<file path="src/stss_pkg.sv">
// Shared constants and types for the stillness-triggered stimulus sequencer.
`timescale 1ns / 1ps
`default_nettype none

package stss_pkg;

	localparam int NUM_VALVES    = 8;
	localparam int SAMPLE_PERIOD = 5;
	localparam int ADC_BITS      = 10;

	localparam int TIMER_W    = 14;
	localparam int PULSES_W   = 4;
	localparam int COUNT_W    = 16;
	localparam int PRESCALE_W = 3;
	localparam int VALVE_W    = 3;
	localparam int PULSE_W    = 8;
	localparam int DRIVE_W    = 8;
	localparam int CFG_IDX_W  = 3;
	localparam int CFG_DATA_W = 16;
	localparam int IN_DATA_W  = 16;
	localparam int OUT_DATA_W = 16;

	typedef logic [CFG_IDX_W-1:0] cfg_idx_t;

	localparam cfg_idx_t REG_AUTO_MODE     = 3'd0;
	localparam cfg_idx_t REG_VALVE_SELECT  = 3'd1;
	localparam cfg_idx_t REG_DURATION_CODE = 3'd2;
	localparam cfg_idx_t REG_MOVE_THRESH   = 3'd3;
	localparam cfg_idx_t REG_STILL_NEEDED  = 3'd4;
	localparam cfg_idx_t REG_REFRACTORY    = 3'd5;
	localparam cfg_idx_t REG_PULSE_MS      = 3'd6;

	typedef logic [1:0] dur_code_t;

	localparam dur_code_t DUR_100MS   = 2'd0;
	localparam dur_code_t DUR_200MS   = 2'd1;
	localparam dur_code_t DUR_10000MS = 2'd2;
	localparam dur_code_t DUR_INVALID = 2'd3;

	localparam logic [TIMER_W-1:0] HOLD_100MS   = 14'd100;
	localparam logic [TIMER_W-1:0] HOLD_200MS   = 14'd200;
	localparam logic [TIMER_W-1:0] HOLD_10000MS = 14'd10000;

	localparam logic [COUNT_W-1:0]  RST_STILL_NEEDED = 16'd200;
	localparam logic [COUNT_W-1:0]  RST_REFRACTORY   = 16'd10000;
	localparam logic [PULSE_W-1:0]  RST_PULSE_MS     = 8'd5;
	localparam logic [ADC_BITS-1:0] RST_MOVE_THRESH  = 10'd5;
	localparam logic [VALVE_W-1:0]  RST_VALVE_SELECT = 3'd4;

	localparam int OUT_MONITOR_BIT = 8;
	localparam int OUT_DONE_BIT    = 9;
	localparam int OUT_BUSY_BIT    = 10;

endpackage

`default_nettype wire

</file>
<file path="src/stillness_triggered_stimulus_sequencer.sv">
// Top level of the stillness-triggered stimulus sequencer: sequence control and result register.
//
// Every input item (a one-millisecond tick or a software trigger) gives exactly one result
// item, in the cycle after it is accepted. An item can be accepted on every clock: all the work
// for one item is a handful of compares and counter updates from the sequence state, and the
// result lands in a single output register. s_tready drops only while that register holds a
// result the downstream side has not taken. Configuration writes take effect on the edge at
// which wr_en is high and belong to idle periods between sequences.
`timescale 1ns / 1ps
`default_nettype none

module stillness_triggered_stimulus_sequencer (
	input  wire                                 clk,
	input  wire                                 arst_n,
	input  wire                                 s_tvalid,
	output logic                                s_tready,
	// [0] ttl_level, [10:1] velocity, [15:11] zero
	input  wire  [stss_pkg::IN_DATA_W-1:0]      s_tdata,
	// [0] action
	input  wire                                 s_tuser,
	output logic                                m_tvalid,
	input  wire                                 m_tready,
	// [7:0] valve_drive, [8] monitor_level, [9] stim_done, [10] busy_res, [15:11] zero
	output logic [stss_pkg::OUT_DATA_W-1:0]     m_tdata,
	input  wire                                 wr_en,
	input  wire  [stss_pkg::CFG_IDX_W-1:0]      wr_index,
	input  wire  [stss_pkg::CFG_DATA_W-1:0]     wr_data
);

	import stss_pkg::*;

	typedef enum logic [2:0] {
		PH_IDLE = 3'd0,
		PH_HOLD = 3'd1,
		PH_GAP  = 3'd2,
		PH_HIGH = 3'd3,
		PH_LOW  = 3'd4
	} phase_t;

	logic                 auto_mode_q;
	logic [VALVE_W-1:0]   valve_select_q;
	dur_code_t            duration_code_q;
	logic [ADC_BITS-1:0]  move_thresh_q;
	logic [COUNT_W-1:0]   still_needed_q;
	logic [COUNT_W-1:0]   refractory_ms_q;
	logic [PULSE_W-1:0]   pulse_ms_q;

	phase_t               phase_q;
	logic [TIMER_W-1:0]   timer_q;
	logic [PULSES_W-1:0]  pulses_left_q;
	logic [COUNT_W-1:0]   still_count_q;
	logic [COUNT_W-1:0]   refr_left_q;
	logic [PRESCALE_W-1:0] prescale_q;
	logic                 ttl_prev_q;
	logic [VALVE_W-1:0]   latched_valve_q;
	logic                 auto_origin_q;

	phase_t               phase_d;
	logic [TIMER_W-1:0]   timer_d;
	logic [PULSES_W-1:0]  pulses_left_d;
	logic [COUNT_W-1:0]   still_count_d;
	logic [COUNT_W-1:0]   refr_left_d;
	logic [PRESCALE_W-1:0] prescale_d;
	logic                 ttl_prev_d;
	logic [VALVE_W-1:0]   latched_valve_d;
	logic                 auto_origin_d;
	logic                 done_d;
	logic [OUT_DATA_W-1:0] result_d;

	logic                 accept;
	logic                 action;
	logic                 ttl_level;
	logic [ADC_BITS-1:0]  velocity;
	logic [TIMER_W-1:0]   pulse_time;
	logic [TIMER_W-1:0]   hold_time;

	assign accept    = s_tvalid && s_tready;
	assign s_tready  = !m_tvalid || m_tready;
	assign action    = s_tuser;
	assign ttl_level = s_tdata[0];
	assign velocity  = s_tdata[ADC_BITS:1];

	assign pulse_time = (pulse_ms_q == '0) ? TIMER_W'(1) : TIMER_W'(pulse_ms_q);

	always_comb begin
		unique case (duration_code_q)
			DUR_100MS:   hold_time = HOLD_100MS;
			DUR_200MS:   hold_time = HOLD_200MS;
			default:     hold_time = HOLD_10000MS;
		endcase
	end

	always_comb begin
		logic [TIMER_W-1:0]    t_dec;
		logic [PULSES_W-1:0]   p_dec;
		logic [PRESCALE_W-1:0] ps_inc;
		logic [COUNT_W-1:0]    sc;
		logic                  start;
		logic                  from_auto;
		logic [DRIVE_W-1:0]    drive;

		phase_d         = phase_q;
		timer_d         = timer_q;
		pulses_left_d   = pulses_left_q;
		still_count_d   = still_count_q;
		refr_left_d     = refr_left_q;
		prescale_d      = prescale_q;
		ttl_prev_d      = ttl_prev_q;
		latched_valve_d = latched_valve_q;
		auto_origin_d   = auto_origin_q;
		done_d          = 1'b0;
		start           = 1'b0;
		from_auto       = 1'b0;
		t_dec           = (timer_q != '0) ? timer_q - TIMER_W'(1) : timer_q;
		p_dec           = (pulses_left_q != '0) ? pulses_left_q - PULSES_W'(1) : pulses_left_q;
		ps_inc          = prescale_q + PRESCALE_W'(1);
		sc              = still_count_q;

		if (action) begin
			start = (phase_q == PH_IDLE);
		end else begin
			if (refr_left_q != '0) begin
				refr_left_d = refr_left_q - COUNT_W'(1);
			end
			if (phase_q != PH_IDLE) begin
				timer_d = t_dec;
				if (t_dec == '0) begin
					unique case (phase_q)
						PH_HOLD: begin
							phase_d = PH_GAP;
							timer_d = pulse_time;
						end
						PH_GAP: begin
							phase_d       = PH_HIGH;
							timer_d       = pulse_time;
							pulses_left_d = PULSES_W'(latched_valve_q) + PULSES_W'(1);
						end
						PH_HIGH: begin
							phase_d = PH_LOW;
							timer_d = pulse_time;
						end
						default: begin
							pulses_left_d = p_dec;
							if (p_dec != '0) begin
								phase_d = PH_HIGH;
								timer_d = pulse_time;
							end else begin
								phase_d       = PH_IDLE;
								auto_origin_d = 1'b0;
								done_d        = 1'b1;
								if (!auto_origin_q) begin
									refr_left_d = refractory_ms_q;
								end
							end
						end
					endcase
				end
			end else if (auto_mode_q) begin
				prescale_d = ps_inc;
				if (32'(ps_inc) >= SAMPLE_PERIOD) begin
					prescale_d = '0;
					if (refr_left_d == '0) begin
						if (velocity <= move_thresh_q) begin
							if (sc != '1) begin
								sc = sc + COUNT_W'(1);
							end
						end else begin
							sc = '0;
						end
						still_count_d = sc;
						if (sc >= still_needed_q) begin
							still_count_d = '0;
							start         = 1'b1;
							from_auto     = 1'b1;
						end
					end
				end
			end else if (ttl_level != ttl_prev_q) begin
				ttl_prev_d = ttl_level;
				start      = !ttl_prev_q;
			end
		end

		if (start) begin
			phase_d         = PH_HOLD;
			timer_d         = hold_time;
			latched_valve_d = valve_select_q;
			pulses_left_d   = '0;
			auto_origin_d   = from_auto;
			if (from_auto) begin
				refr_left_d = refractory_ms_q;
			end
		end

		drive = '0;
		if (phase_d == PH_HOLD && 32'(latched_valve_d) < NUM_VALVES) begin
			drive = DRIVE_W'(1) << latched_valve_d;
		end
		result_d                  = '0;
		result_d[DRIVE_W-1:0]     = drive;
		result_d[OUT_MONITOR_BIT] = (phase_d == PH_HOLD) || (phase_d == PH_HIGH);
		result_d[OUT_DONE_BIT]    = done_d;
		result_d[OUT_BUSY_BIT]    = (phase_d != PH_IDLE);
	end

	always_ff @(posedge clk or negedge arst_n) begin
		if (!arst_n) begin
			auto_mode_q     <= 1'b0;
			valve_select_q  <= RST_VALVE_SELECT;
			duration_code_q <= DUR_200MS;
			move_thresh_q   <= RST_MOVE_THRESH;
			still_needed_q  <= RST_STILL_NEEDED;
			refractory_ms_q <= RST_REFRACTORY;
			pulse_ms_q      <= RST_PULSE_MS;
			phase_q         <= PH_IDLE;
			timer_q         <= '0;
			pulses_left_q   <= '0;
			still_count_q   <= '0;
			refr_left_q     <= RST_REFRACTORY;
			prescale_q      <= '0;
			ttl_prev_q      <= 1'b0;
			latched_valve_q <= '0;
			auto_origin_q   <= 1'b0;
		end else if (wr_en) begin
			unique case (wr_index)
				REG_AUTO_MODE: begin
					auto_mode_q <= wr_data[0];
					if (!wr_data[0]) begin
						still_count_q <= '0;
					end
				end
				REG_VALVE_SELECT:  valve_select_q <= wr_data[VALVE_W-1:0];
				REG_DURATION_CODE: begin
					if (wr_data[1:0] != DUR_INVALID) begin
						duration_code_q <= wr_data[1:0];
					end
				end
				REG_MOVE_THRESH:   move_thresh_q   <= wr_data[ADC_BITS-1:0];
				REG_STILL_NEEDED:  still_needed_q  <= wr_data[COUNT_W-1:0];
				REG_REFRACTORY:    refractory_ms_q <= wr_data[COUNT_W-1:0];
				REG_PULSE_MS:      pulse_ms_q      <= wr_data[PULSE_W-1:0];
				default: begin
				end
			endcase
		end else if (accept) begin
			phase_q         <= phase_d;
			timer_q         <= timer_d;
			pulses_left_q   <= pulses_left_d;
			still_count_q   <= still_count_d;
			refr_left_q     <= refr_left_d;
			prescale_q      <= prescale_d;
			ttl_prev_q      <= ttl_prev_d;
			latched_valve_q <= latched_valve_d;
			auto_origin_q   <= auto_origin_d;
		end
	end

	always_ff @(posedge clk or negedge arst_n) begin
		if (!arst_n) begin
			m_tvalid <= 1'b0;
		end else if (accept) begin
			m_tvalid <= 1'b1;
		end else if (m_tready) begin
			m_tvalid <= 1'b0;
		end
	end

	always_ff @(posedge clk) begin
		if (accept) begin
			m_tdata <= result_d;
		end
	end

	a_done_not_busy: assert property (@(posedge clk) disable iff (!arst_n)
		m_tvalid && m_tdata[OUT_DONE_BIT] |-> !m_tdata[OUT_BUSY_BIT])
		else $error("done result still marked busy");

	a_drive_in_hold: assert property (@(posedge clk) disable iff (!arst_n)
		m_tvalid && (m_tdata[DRIVE_W-1:0] != '0) |->
			$onehot(m_tdata[DRIVE_W-1:0]) && m_tdata[OUT_MONITOR_BIT] && m_tdata[OUT_BUSY_BIT])
		else $error("valve driven outside stimulus hold");

	a_end_flags_done: assert property (@(posedge clk) disable iff (!arst_n)
		accept && !wr_en && (phase_q != PH_IDLE) |=>
			(phase_q != PH_IDLE) || m_tdata[OUT_DONE_BIT])
		else $error("sequence ended without done");

	a_pulses_nonzero: assert property (@(posedge clk) disable iff (!arst_n)
		(phase_q == PH_HIGH) || (phase_q == PH_LOW) |-> pulses_left_q != '0)
		else $error("code pulse phase with no pulses left");

endmodule

`default_nettype wire

</file>
<file path="config.mk">
export PLATFORM = sky130hd
export DESIGN_NAME = stillness_triggered_stimulus_sequencer
export DESIGN_NICKNAME = d
export VERILOG_FILES = /design/src/stss_pkg.sv /design/src/stillness_triggered_stimulus_sequencer.sv
export SDC_FILE = /design/constraint.sdc
export NUM_CORES = 1
export LEC_CHECK = 0
export ABC_AREA = 1
export BUFFER_PORTS_ARGS = -buffer_cell sky130_fd_sc_hd__buf_2
export CORE_ASPECT_RATIO = 0.6
export CORE_MARGIN = 2
export CORE_UTILIZATION = 62
export DETAILED_ROUTE_END_ITERATION = 7
export PLACE_DENSITY = 0.88
export SYNTH_ARGS = -nofsm -noshare
export SYNTH_HDL_FRONTEND = slang
export SYNTH_SLANG_ARGS = --single-unit
</file>
<file path="constraint.sdc">
create_clock -name clk -period 4.3 [get_ports clk]
set_input_delay 0.215 -clock clk [delete_from_list [all_inputs] [get_ports clk]]
set_output_delay 0.215 -clock clk [all_outputs]
set_load 0.1 [all_outputs]
</file>
* After elaboration in Yosys (flattened, before gate mapping)
Index checks and enable logic that the tools add are counted.
Operators by class: mux-type cells 69, add/sub/neg operators 6, shift-type cells 1, bitwise gates (word level) 5, reductions and logical operators 41, equal/unequal tests 23, $lt $le $gt $ge 3
Operator list (count):
- $mux W16 | 27
- $mux W14 | 7
- $pmux W14 S2 | 1
- $mux W4 | 5
- $mux W1 | 19
- $mux W3 | 6
- $add A16 B1 Y16 const B | 1
- $ge A16 B16 Y1 | 1
- $logic_not A16 Y1 | 1
- $ne A16 B16 Y1 const B | 1
- $reduce_bool A16 Y1 | 1
- $sub A16 B1 Y16 const B | 1
- $eq A3 B2 Y1 const B | 5
- $logic_not A14 Y1 | 1
- $reduce_and A2 Y1 | 7
- $reduce_bool A14 Y1 | 1
- $reduce_bool A2 Y1 | 7
- $sub A14 B1 Y14 const B | 1
- $ne A2 B1 Y1 const B | 6
- $reduce_and A6 Y1 | 2
- $le A10 B10 Y1 | 1
- $eq A3 B1 Y1 const B | 3
- $eq A3 B3 Y1 const B | 3
- $pmux W3 S3 | 1
- 28 further kinds | 39
Storage, ports and cells: input bits 41, bits in registers 129, output and inout port bits 18, word-level logic and storage cells 168

* Depth between registers and ports, before layout
Gate-level depths: netlist of run 1.
word-level depth 19, mapped depth 34, gate-level depth less buffers 34

* Worst setup path before layout of run 1
OpenSTA, ideal clock, no wires.
kind reg-to-reg, from register still_count_q[0], to register m_tdata[4] (netlist name) (data pin), cell stages (with the launch flop) 29, clock period less this slack 3.507 ns, arrival 3.252 ns, setup slack 0.793 ns, buffers on the path 1, setup time 0.256 ns, required time 4.044 ns, cell sequence dfrtp_1 -> ha_1 -> nand2_1 -> nor2_1 -> nand4_1 -> inv_1 -> nand2_1 -> inv_1 -> nand2_1 -> inv_1 -> nor2_1 -> a31o_2 -> nand3_1 -> inv_1 -> ha_1 -> nand4_1 -> nor3_1 -> nand3_1 -> nand3_1 -> nand2_1 -> inv_2 -> nand4_4 -> nand2_2 -> nand2_4 -> buf_6 -> nand2_2 -> nand2_2 -> nand3_1 -> nor2_1
Between the ends: cells in the longest elaborated chain, start to end 17, elaborated cells on any way between the ends 20, those cells by class 1 x add/sub; 1 x order compare; 2 x eq/ne; 1 x shift; 15 x mux
RTL lines:
- start: declaration | RTL line stillness_triggered_stimulus_sequencer.sv:51 | logic [COUNT_W-1:0] still_count_q;
- start signal: assignment | RTL line stillness_triggered_stimulus_sequencer.sv:249 | still_count_q <= still_count_d;
- $add A16 B1 Y16 or $ne A16 B16 Y1 (tied branches) | RTL line stillness_triggered_stimulus_sequencer.sv:165, stillness_triggered_stimulus_sequencer.sv:164
- $mux W16 * | RTL line stillness_triggered_stimulus_sequencer.sv:164 | if (sc != '1) begin
- $mux W16 * | RTL line stillness_triggered_stimulus_sequencer.sv:163 | if (velocity <= move_thresh_q) begin
- $mux W16 * | RTL line stillness_triggered_stimulus_sequencer.sv:162 | if (refr_left_d == '0) begin
- $mux W16 * | RTL line stillness_triggered_stimulus_sequencer.sv:160 | if (32'(ps_inc) >= SAMPLE_PERIOD) begin
- $mux W16 * | RTL line stillness_triggered_stimulus_sequencer.sv:158 | end else if (auto_mode_q) begin
- $mux W16 * | RTL line stillness_triggered_stimulus_sequencer.sv:125 | if (phase_q != PH_IDLE) begin
- $mux W16 * | RTL line stillness_triggered_stimulus_sequencer.sv:119 | if (action) begin
- $ge A16 B16 Y1 * | RTL line stillness_triggered_stimulus_sequencer.sv:171 | if (sc >= still_needed_q) begin
- $mux W1 * | RTL line stillness_triggered_stimulus_sequencer.sv:171
- $mux W1 * | RTL line stillness_triggered_stimulus_sequencer.sv:162
- $mux W1 * | RTL line stillness_triggered_stimulus_sequencer.sv:160
- $mux W1 * | RTL line stillness_triggered_stimulus_sequencer.sv:158
- $mux W1 * | RTL line stillness_triggered_stimulus_sequencer.sv:125
- $mux W1 * | RTL line stillness_triggered_stimulus_sequencer.sv:119
- $mux W3 | RTL line stillness_triggered_stimulus_sequencer.sv:184 | if (start) begin
- $eq A3 B1 Y1 or $shl A1 B3 Y8 (tied branches) | RTL line stillness_triggered_stimulus_sequencer.sv:196, stillness_triggered_stimulus_sequencer.sv:197
- end signal: assignment | RTL line stillness_triggered_stimulus_sequencer.sv:270 | m_tdata <= result_d;
- end: declaration | RTL line stillness_triggered_stimulus_sequencer.sv:24 | output logic [stss_pkg::OUT_DATA_W-1:0] m_tdata,
Mark *: on every way between the ends. The rest lies on a longest branch, timed or not. The select of a mux whose other input is x is not followed. A chain may end at the register's enable or synchronous reset.

* Worst setup path in the final report of run 1
from register still_count_q[1], to register m_tdata[7] (netlist name) (data pin)
Same word-level chain as after synthesis.

==> results.md, run 1 <==
* Cell at the root of the clock tree: sky130_fd_sc_hd__clkbuf_16
* Most instantiated flip-flop cell in the synthesis netlist: sky130_fd_sc_hd__dfrtp_1
* Worst max-slew margin expressed relative to the limit at 38.7%
* Final hold violation count at 0
* Flop and latch count out of synthesis at 129
* Total track usage at 32.2%
* Port Buffer Count at 48
* Overflow left after global routing at 0
* Number of search-and-repair iterations in the first detailed-routing pass at 6
* Worst-Margin Slew at 0.918 ns
* Die span in x at 155 um
* Required time at the worst-slack endpoint at 4.48 ns
* Data arrival time at the worst-slack endpoint at 4.31 ns
* Clock sink total at 129
* Leakage component of the power at 4.83 nW
* Max frequency at 242 MHz
* Fin crit share at 96.0%
* Post-Route Utilization at 71.2%
* Top cells by instance count after synthesis: sky130_fd_sc_hd__nand2_1, sky130_fd_sc_hd__inv_1, sky130_fd_sc_hd__nor2_1
* First-pass GRT wire length at 36,900 um
* Number of H-tree levels at 4
* Die span in y at 94.7 um
* Antenna violations before repair at 0
* Share of layout cells above drive strength 1 at 15.7%
* PD cells at 540 nW/um^2
* Post-synth EDFFs at 11
* Number of vias per cell at 5.77
* Largest net degree at the start of global routing at 70
* Critical Path End Type: flop
* Post-layout instance count excluding filler cells at 1,424
* Boundary Pins at 59
* Outcome: finished, final reports clean
* Count of pins over their slew limit at 0
* Slowest-stage cell, CP: sky130_fd_sc_hd__dfrtp_1
* Via count of the first global-routing pass at 7,472
* Register Area at 3310 sq um
* Post-Route Hold Slack at 0.0489 ns
* Post-layout min period at 4.13 ns
* DPL Wire Length at 15,700 um
* Iteration-0 DRC count of the detailed router at 1,145
* Number of maximum-capacitance violations at 0
* Effective utilization at floorplan at 63.0%
* Synth top area cells: sky130_fd_sc_hd__dfrtp_1, sky130_fd_sc_hd__nand2_1, sky130_fd_sc_hd__inv_1
* Most repeated library cell on the critical path: sky130_fd_sc_hd__nand2_1
* Setup TNS after final layout at 0 ns
* Worst-skew pair later-pin latency at 0.43 ns
* Worst path max stage delay at 0.43 ns
* CTS Buf Count at 17
* Wire per inst at 16.0 um
* Core area at 13,500 sq um
* Path type of the worst min-delay path: primary input to flop
* Critical path startpoint category: flop
* CP top delay family: simple AND/OR/NAND/NOR gates
* Proportion of netlist area held by the largest area contributor at 29.1%
* CTS clock-pin slew for the worst setup and hold paths at 0.06 ns
* Number of DRC violations after detailed routing at 0
* Crit path buf inv count at 5
* Max rail drop VDD at 330 uV
* Most used standard cell by instance count after synthesis: sky130_fd_sc_hd__nand2_1
* Most area-hungry cell type in the Yosys netlist: sky130_fd_sc_hd__dfrtp_1
* Final setup violating endpoints at 0
* Async set-or-reset flop fraction in the synthesized netlist at 91.5%
* Type of the setup path with the least slack: flop to flop
* Maximum clock skew at final layout at 0.00887 ns
* Via count at 8,218
* Maximum net fanout on the critical path at 5
* Total wire length at 22,800 um
* Filler instances at 1,058
* Footprint of the multi-input gates at 4450 sq um
* Post-Place Worst Slack at 0.192 ns
* Proportion of synthesized chip area in sequential cells at 38.9%
* Die footprint at 14,700 sq um
* Rows at 33
* Max Buffers Root-to-Sink at 2
* Warnings from Yosys at 0
* Post-synth cell types at 54
* Setup slack after layout at 0.171 ns
* Net count of the finished layout at 1,311
* Routability-driven placement congestion ratio at 0.970
* Detail Route Antenna Nets at 0
* Syn Std Cell Area at 8500 sq um
* CTS tree: built
* Area growth syn-to-layout at 13.1%
* Diode insertion count for antenna repair at 0
* Mean cell area of the mapped netlist at 7.19 sq um
* Post-Synthesis Cells at 1,183
* Number of instances in the placed design at 1,387
[repair_timing]
| item | 4_1_cts | 5_1_grt |
|---|---|---|
| gates resized for setup | 0 | 23 |
| hold buffers | 1 | 0 |
| endpoints found under the setup margin | 0 | 49 |
| setup buffers | 0 | 4 |
| hold endpoints to repair | 58 | 0 |
[placed cells by master (no fill, tap or decap), drive strengths merged, types with 2 or more instances in the layout]
| cell | n |
|---|---|
| a21boi | 2 |
| a21oi | 36 |
| a31oi | 3 |
| buf | 64 |
| bufinv | 4 |
| clkbuf | 20 |
| clkinv | 10 |
| conb | 5 |
| dfrtp | 99 |
| dfstp | 19 |
| edfxtp | 11 |
| ha | 34 |
| inv | 156 |
| nand2 | 379 |
| nand3 | 74 |
| nand3b | 2 |
| nand4 | 17 |
| nor2 | 120 |
| nor3 | 6 |
| nor4 | 3 |
| o211ai | 8 |
| o21ai | 141 |
| o21bai | 2 |
| or2 | 7 |
| xnor2 | 2 |
| xor2 | 14 |
[power breakdown]
group,leakage [nW],total (W),switching [W],internal [W]
logic,2.95,0.00182,0.00123,0.000589
clock network,0.319,0.00160,0.000573,0.00102
registers,1.56,0.00178,0.000261,0.00152
[registers in the layout, indices dropped and copies added, names as in the netlist, 8 cells and up]
name,cells
m_tdata,11
refractory_ms_q,16
move_thresh_q,10
still_needed_q,16
timer_q,14
refr_left_q,16
still_count_q,16
pulse_ms_q,8
[metrics by stage]
| stage | area (sq um) | total power [W] |
|---|---|---|
| after floorplan | 8520 | 0.00308 |
| after global routing | 9610 | 0.00550 |
| after detailed placement | 8850 | 0.00350 |
| after global placement | 8850 | 0.00342 |
| final | 9610 | 0.00519 |
| after CTS | 9510 | 0.00513 |
[cell families (layout without fill, tap and decap cells)]
kind of cell	after synthesis	in the layout	synth area share, %
simple gates	612	612	31.8
compound gates	198	198	13.0
buf+inv	193	255	9.57
flops	129	129	38.9
fa+ha+maj	34	34	5.00
xor+xnor	16	16	1.65
other cells	1	5	0.0441
[final timing paths]
check | from | slack (ns) | end | cells after the start
setup / recovery | still_count_q[1] | 0.17 | m_tdata[7] | 26
hold / removal | wr_data[13] | 0.05 | refractory_ms_q[13] | 3
setup reg to reg | still_count_q[1] | 0.17 | m_tdata[7] | 26
hold reg to reg | move_thresh_q[2] | 0.49 | move_thresh_q[2] | 2
max in group asynchronous | arst_n | 2.85 | refr_left_q[4] | 3
min in group asynchronous | arst_n | 0.45 | timer_q[0] | 2
[final cells by class]
class	count	area share, %
timing repair buffer	65	4.04
inverter	158	6.21
sequential	129	34.4
clock buffer	20	4.87
multi-input combinational	865	46.3
tap	175	2.28
clock inverter	12	1.86
[worst reg2reg max path: stages (launching register included)]
cell and delay [ns]:
sky130_fd_sc_hd__dfrtp_1 0.43, sky130_fd_sc_hd__ha_2 0.22, sky130_fd_sc_hd__nand2_1 0.10, sky130_fd_sc_hd__nor2_2 0.11, sky130_fd_sc_hd__nand4_1 0.10, sky130_fd_sc_hd__inv_2 0.09
sky130_fd_sc_hd__nand2_1 0.10, sky130_fd_sc_hd__inv_2 0.09, sky130_fd_sc_hd__nand2_1 0.10, sky130_fd_sc_hd__inv_2 0.12, sky130_fd_sc_hd__nor2_1 0.08, sky130_fd_sc_hd__a31o_2 0.21
sky130_fd_sc_hd__nand3_1 0.06, sky130_fd_sc_hd__inv_1 0.09, sky130_fd_sc_hd__ha_1 0.32, sky130_fd_sc_hd__a21oi_1 0.19, sky130_fd_sc_hd__o21ai_0 0.13, sky130_fd_sc_hd__a21oi_1 0.22
sky130_fd_sc_hd__nand3_2 0.13, sky130_fd_sc_hd__nand2_1 0.13, sky130_fd_sc_hd__inv_4 0.06, sky130_fd_sc_hd__nand4_4 0.12, sky130_fd_sc_hd__a21oi_4 0.08, sky130_fd_sc_hd__nor2_1 0.34
sky130_fd_sc_hd__nor2_2 0.10, sky130_fd_sc_hd__nand3_2 0.11, sky130_fd_sc_hd__nor2_1 0.05
[per-layer routing]
metal / global-route usage [%] / up-vias / share of wire, %
li1: - / 3891 / -
met1: 47.6 / 3771 / 45
met4: 10.0 / 0 / 2.4
met2: 47.3 / 481 / 42
met5: 0 / - / 0
met3: 7.25 / 75 / 11
Note: power is estimated with default switching activity, not from simulation.
==> inputs of run 2 (changes only) <==
CORE_UTILIZATION = 51   (was 62)
PLACE_DENSITY = 0.75   (was 0.88)
SLEW_MARGIN = 20   (was default)
==> results.md, run 2 (synthesis results as in run 1) <==
* Die footprint at 17,800 sq um (was 14,700 sq um)
* Via count of the first global-routing pass at 7,165 (was 7,472)
* Maximum net fanout on the critical path at 8 (was 5)
* Effective utilization at floorplan at 52.3% (was 63.0%)
* DPL Wire Length at 15,800 um (was 15,700 um)
* Max layer used: met4 (unchanged)
* First-pass GRT wire length at 36,500 um (was 36,900 um)
* Port Buffer Count at 48 (unchanged)
* Net count of the finished layout at 1,312 (was 1,311)
* Register-to-Register Path Depth at 26 (unchanged)
* Count of pins over their slew limit at 0 (unchanged)
* Core area at 16,300 sq um (was 13,500 sq um)
* Total track usage at 25.9% (was 32.2%)
* Max rail drop VDD at 291 uV (was 330 uV)
* Number of maximum-capacitance violations at 0 (unchanged)
* Die span in x at 171 um (was 155 um)
* Max frequency at 247 MHz (was 242 MHz)
* Rows at 36 (was 33)
* Final hold violation count at 0 (unchanged)
* Routed length on met2 at 8530 um (was 9630 um)
* Worst-Margin Slew at 0.878 ns (was 0.918 ns)
* Largest net degree at the start of global routing at 65 (was 70)
* Hold path depth at 3 (unchanged)
* Share of layout cells above drive strength 1 at 15.3% (was 15.7%)
* Area growth syn-to-layout at 13.1% (about the same)
* Hold Crit Endpoint: refractory_ms_q[13] (unchanged)
* Filler instances at 1,494 (was 1,058)
* Number of search-and-repair iterations in the first detailed-routing pass at 6 (unchanged)
* Routability-driven placement congestion ratio at 0.930 (was 0.970)
* Number of vias per cell at 5.33 (was 5.77)
* Die span in y at 104 um (was 94.7 um)
* Most common cell after layout, fill and taps aside: sky130_fd_sc_hd__nand2_1 (unchanged)
* Final setup violating endpoints at 0 (unchanged)
* Setup slack after layout at 0.247 ns (was 0.171 ns)
* Worst reg2reg path endpoint: refr_left_q[5] (was m_tdata[7])
* CTS clock-pin slew for the worst setup and hold paths at 0.06 ns (about the same)
* Overflow left after global routing at 0 (unchanged)
* Max Buffers Root-to-Sink at 2 (unchanged)
* Post-Place Worst Slack at 0.192 ns (about the same)
* Critical hold path startpoint: wr_data[13] (unchanged)
* Post-layout min period at 4.05 ns (was 4.13 ns)
* Type of the setup path with the least slack: flop to flop (unchanged)
* PD cells at 525 nW/um^2 (was 540 nW/um^2)
* Post-Route Utilization at 59.1% (was 71.2%)
* Leakage component of the power at 4.80 nW (was 4.83 nW)
* Critical Path End Type: flop (unchanged)
* Top library cells by usage in the layout, fill and taps aside: sky130_fd_sc_hd__nand2_1, sky130_fd_sc_hd__inv_1, sky130_fd_sc_hd__nor2_1, sky130_fd_sc_hd__dfrtp_1, sky130_fd_sc_hd__o21ai_0 (was sky130_fd_sc_hd__nand2_1, sky130_fd_sc_hd__inv_1, sky130_fd_sc_hd__dfrtp_1, sky130_fd_sc_hd__nor2_1, sky130_fd_sc_hd__o21ai_0)
* Wire per inst at 14.7 um (was 16.0 um)
* Met3 WL post-DR at 1730 um (was 2440 um)
* Data arrival time at the worst-slack endpoint at 4.35 ns (was 4.31 ns)
* Post-Route M1 WL at 11,200 um (was 10,200 um)
* Worst-skew pair later-pin latency at 0.42 ns (was 0.43 ns)
* Required time at the worst-slack endpoint at 4.60 ns (was 4.48 ns)
* Boundary Pins at 59 (unchanged)
* Antenna violations before repair at 0 (unchanged)
* Maximum clock skew at final layout at 0.00975 ns (was 0.00887 ns)
* Detail Route Antenna Nets at 0 (unchanged)
* Critical path startpoint category: flop (unchanged)
* Outcome: finished, final reports clean (unchanged)
* Total wire length at 21,700 um (was 22,800 um)
* Cell at the root of the clock tree: sky130_fd_sc_hd__clkbuf_16 (unchanged)
* Number of H-tree levels at 4 (unchanged)
* Iteration-0 DRC count of the detailed router at 744 (was 1,145)
* Start of the worst register-to-register path: still_count_q[0] (was still_count_q[1])
* Worst max-slew margin expressed relative to the limit at 41.4% (was 38.7%)
* CTS Buf Count at 17 (unchanged)
* R2R setup slack at 0.25 ns (was 0.17 ns)
* Diode insertion count for antenna repair at 0 (unchanged)
* Via count at 7,875 (was 8,218)
* Clock sink total at 129 (unchanged)
* Path type of the worst min-delay path: primary input to flop (unchanged)
* Number of DRC violations after detailed routing at 0 (unchanged)
* Fin crit share at 94.3% (was 96.0%)
* CTS tree: built (unchanged)
==> run 2: cell types whose count changed in the layout (fill, tap and decap cells not counted), moves of 2 or more <==
cell                         delta
sky130_fd_sc_hd__buf_4          +2
sky130_fd_sc_hd__buf_8          -2
sky130_fd_sc_hd__clkbuf_1       +3
sky130_fd_sc_hd__clkinv_4       -3
sky130_fd_sc_hd__clkinvlp_4     +2
sky130_fd_sc_hd__inv_1          +2
sky130_fd_sc_hd__nor2_2         -2
==> run 2: through the flow <==
stage | total power, W | area (sq um) | setup TNS [ns] | instances | hold WS (ns)
2_1_floorplan | 0.00308 | 8520 | 0 | 1187 | -0.0806
3_3_place_gp | 0.00345 | 8940 | 0 | 1443 | 0.377
3_5_place_dp | 0.00351 | 8940 | 0 | 1443 | 0.379
4_1_cts | 0.00503 | 9550 | 0 | 1476 | 0.0358
5_1_grt | 0.00541 | 9610 | -0.0418 | 1478 | 0.0554
6_report | 0.00505 | 9610 | 0 | 1478 | 0.0371
==> run 2: cell type report <==
class,count,area (sq um),area share [%]
multi-input cells,865,4440,46.2
flip-flops and latches,129,3310,34.4
inverters,158,594,6.18
clock buffers,23,468,4.87
repair buffers,66,384,4.00
well taps,228,285,2.97
clock inverters,9,133,1.38
==> run 2: layer usage <==
layer	vias up	GRT usage, %
li1	3890	-
met1	3640	41.6
met2	319	35.3
met3	26	5.14
met4	0	5.56
met5	-	0
==> run 2: power by group <==
part | switching, W | internal [W] | total (W)
sequential | 0.000254 | 0.00152 | 0.00177
clock | 0.000562 | 0.000944 | 0.00151
combinational | 0.00119 | 0.000586 | 0.00177
total | 0.00200 | 0.00305 | 0.00505
==> run 2: what timing repair did <==
item,in CTS,in global routing
setup buffers,0,2
gates resized for setup,0,15
hold buffers,1,0
endpoints found under the hold margin,57,0
endpoints found under the setup margin,0,34
==> run 2: worst max-delay path, stage by stage, from the launching register on <==
cell and delay [ns]:
sky130_fd_sc_hd__dfrtp_2 0.44, sky130_fd_sc_hd__ha_1 0.24, sky130_fd_sc_hd__nand2_1 0.13, sky130_fd_sc_hd__nor2_1 0.07, sky130_fd_sc_hd__nand4_1 0.07, sky130_fd_sc_hd__inv_1 0.07
sky130_fd_sc_hd__nand2_1 0.12, sky130_fd_sc_hd__inv_2 0.07, sky130_fd_sc_hd__nand2_1 0.13, sky130_fd_sc_hd__inv_2 0.08, sky130_fd_sc_hd__nor2_1 0.22, sky130_fd_sc_hd__a31o_2 0.20
sky130_fd_sc_hd__nand3_1 0.06, sky130_fd_sc_hd__inv_1 0.12, sky130_fd_sc_hd__ha_1 0.26, sky130_fd_sc_hd__a21oi_1 0.15, sky130_fd_sc_hd__o21ai_0 0.11, sky130_fd_sc_hd__a21oi_1 0.21
sky130_fd_sc_hd__nand3_2 0.13, sky130_fd_sc_hd__nand2_1 0.09, sky130_fd_sc_hd__inv_2 0.05, sky130_fd_sc_hd__nand4_4 0.10, sky130_fd_sc_hd__nand2_1 0.07, sky130_fd_sc_hd__inv_1 0.25
sky130_fd_sc_hd__o21ai_0 0.15, sky130_fd_sc_hd__a21oi_1 0.27, sky130_fd_sc_hd__nor2_1 0.07
==> run 2: worst max path at each step <==
stage                     start              to  slack (ns)
6_report       still_count_q[0]  refr_left_q[5]        0.25
5_1_grt        still_count_q[0]      timer_q[2]       -0.02
4_1_cts        still_count_q[0]      m_tdata[5]        0.18
3_5_place_dp   still_count_q[0]      m_tdata[7]        0.19
3_3_place_gp   still_count_q[0]      m_tdata[5]        0.33
2_1_floorplan  still_count_q[0]      m_tdata[4]        0.79
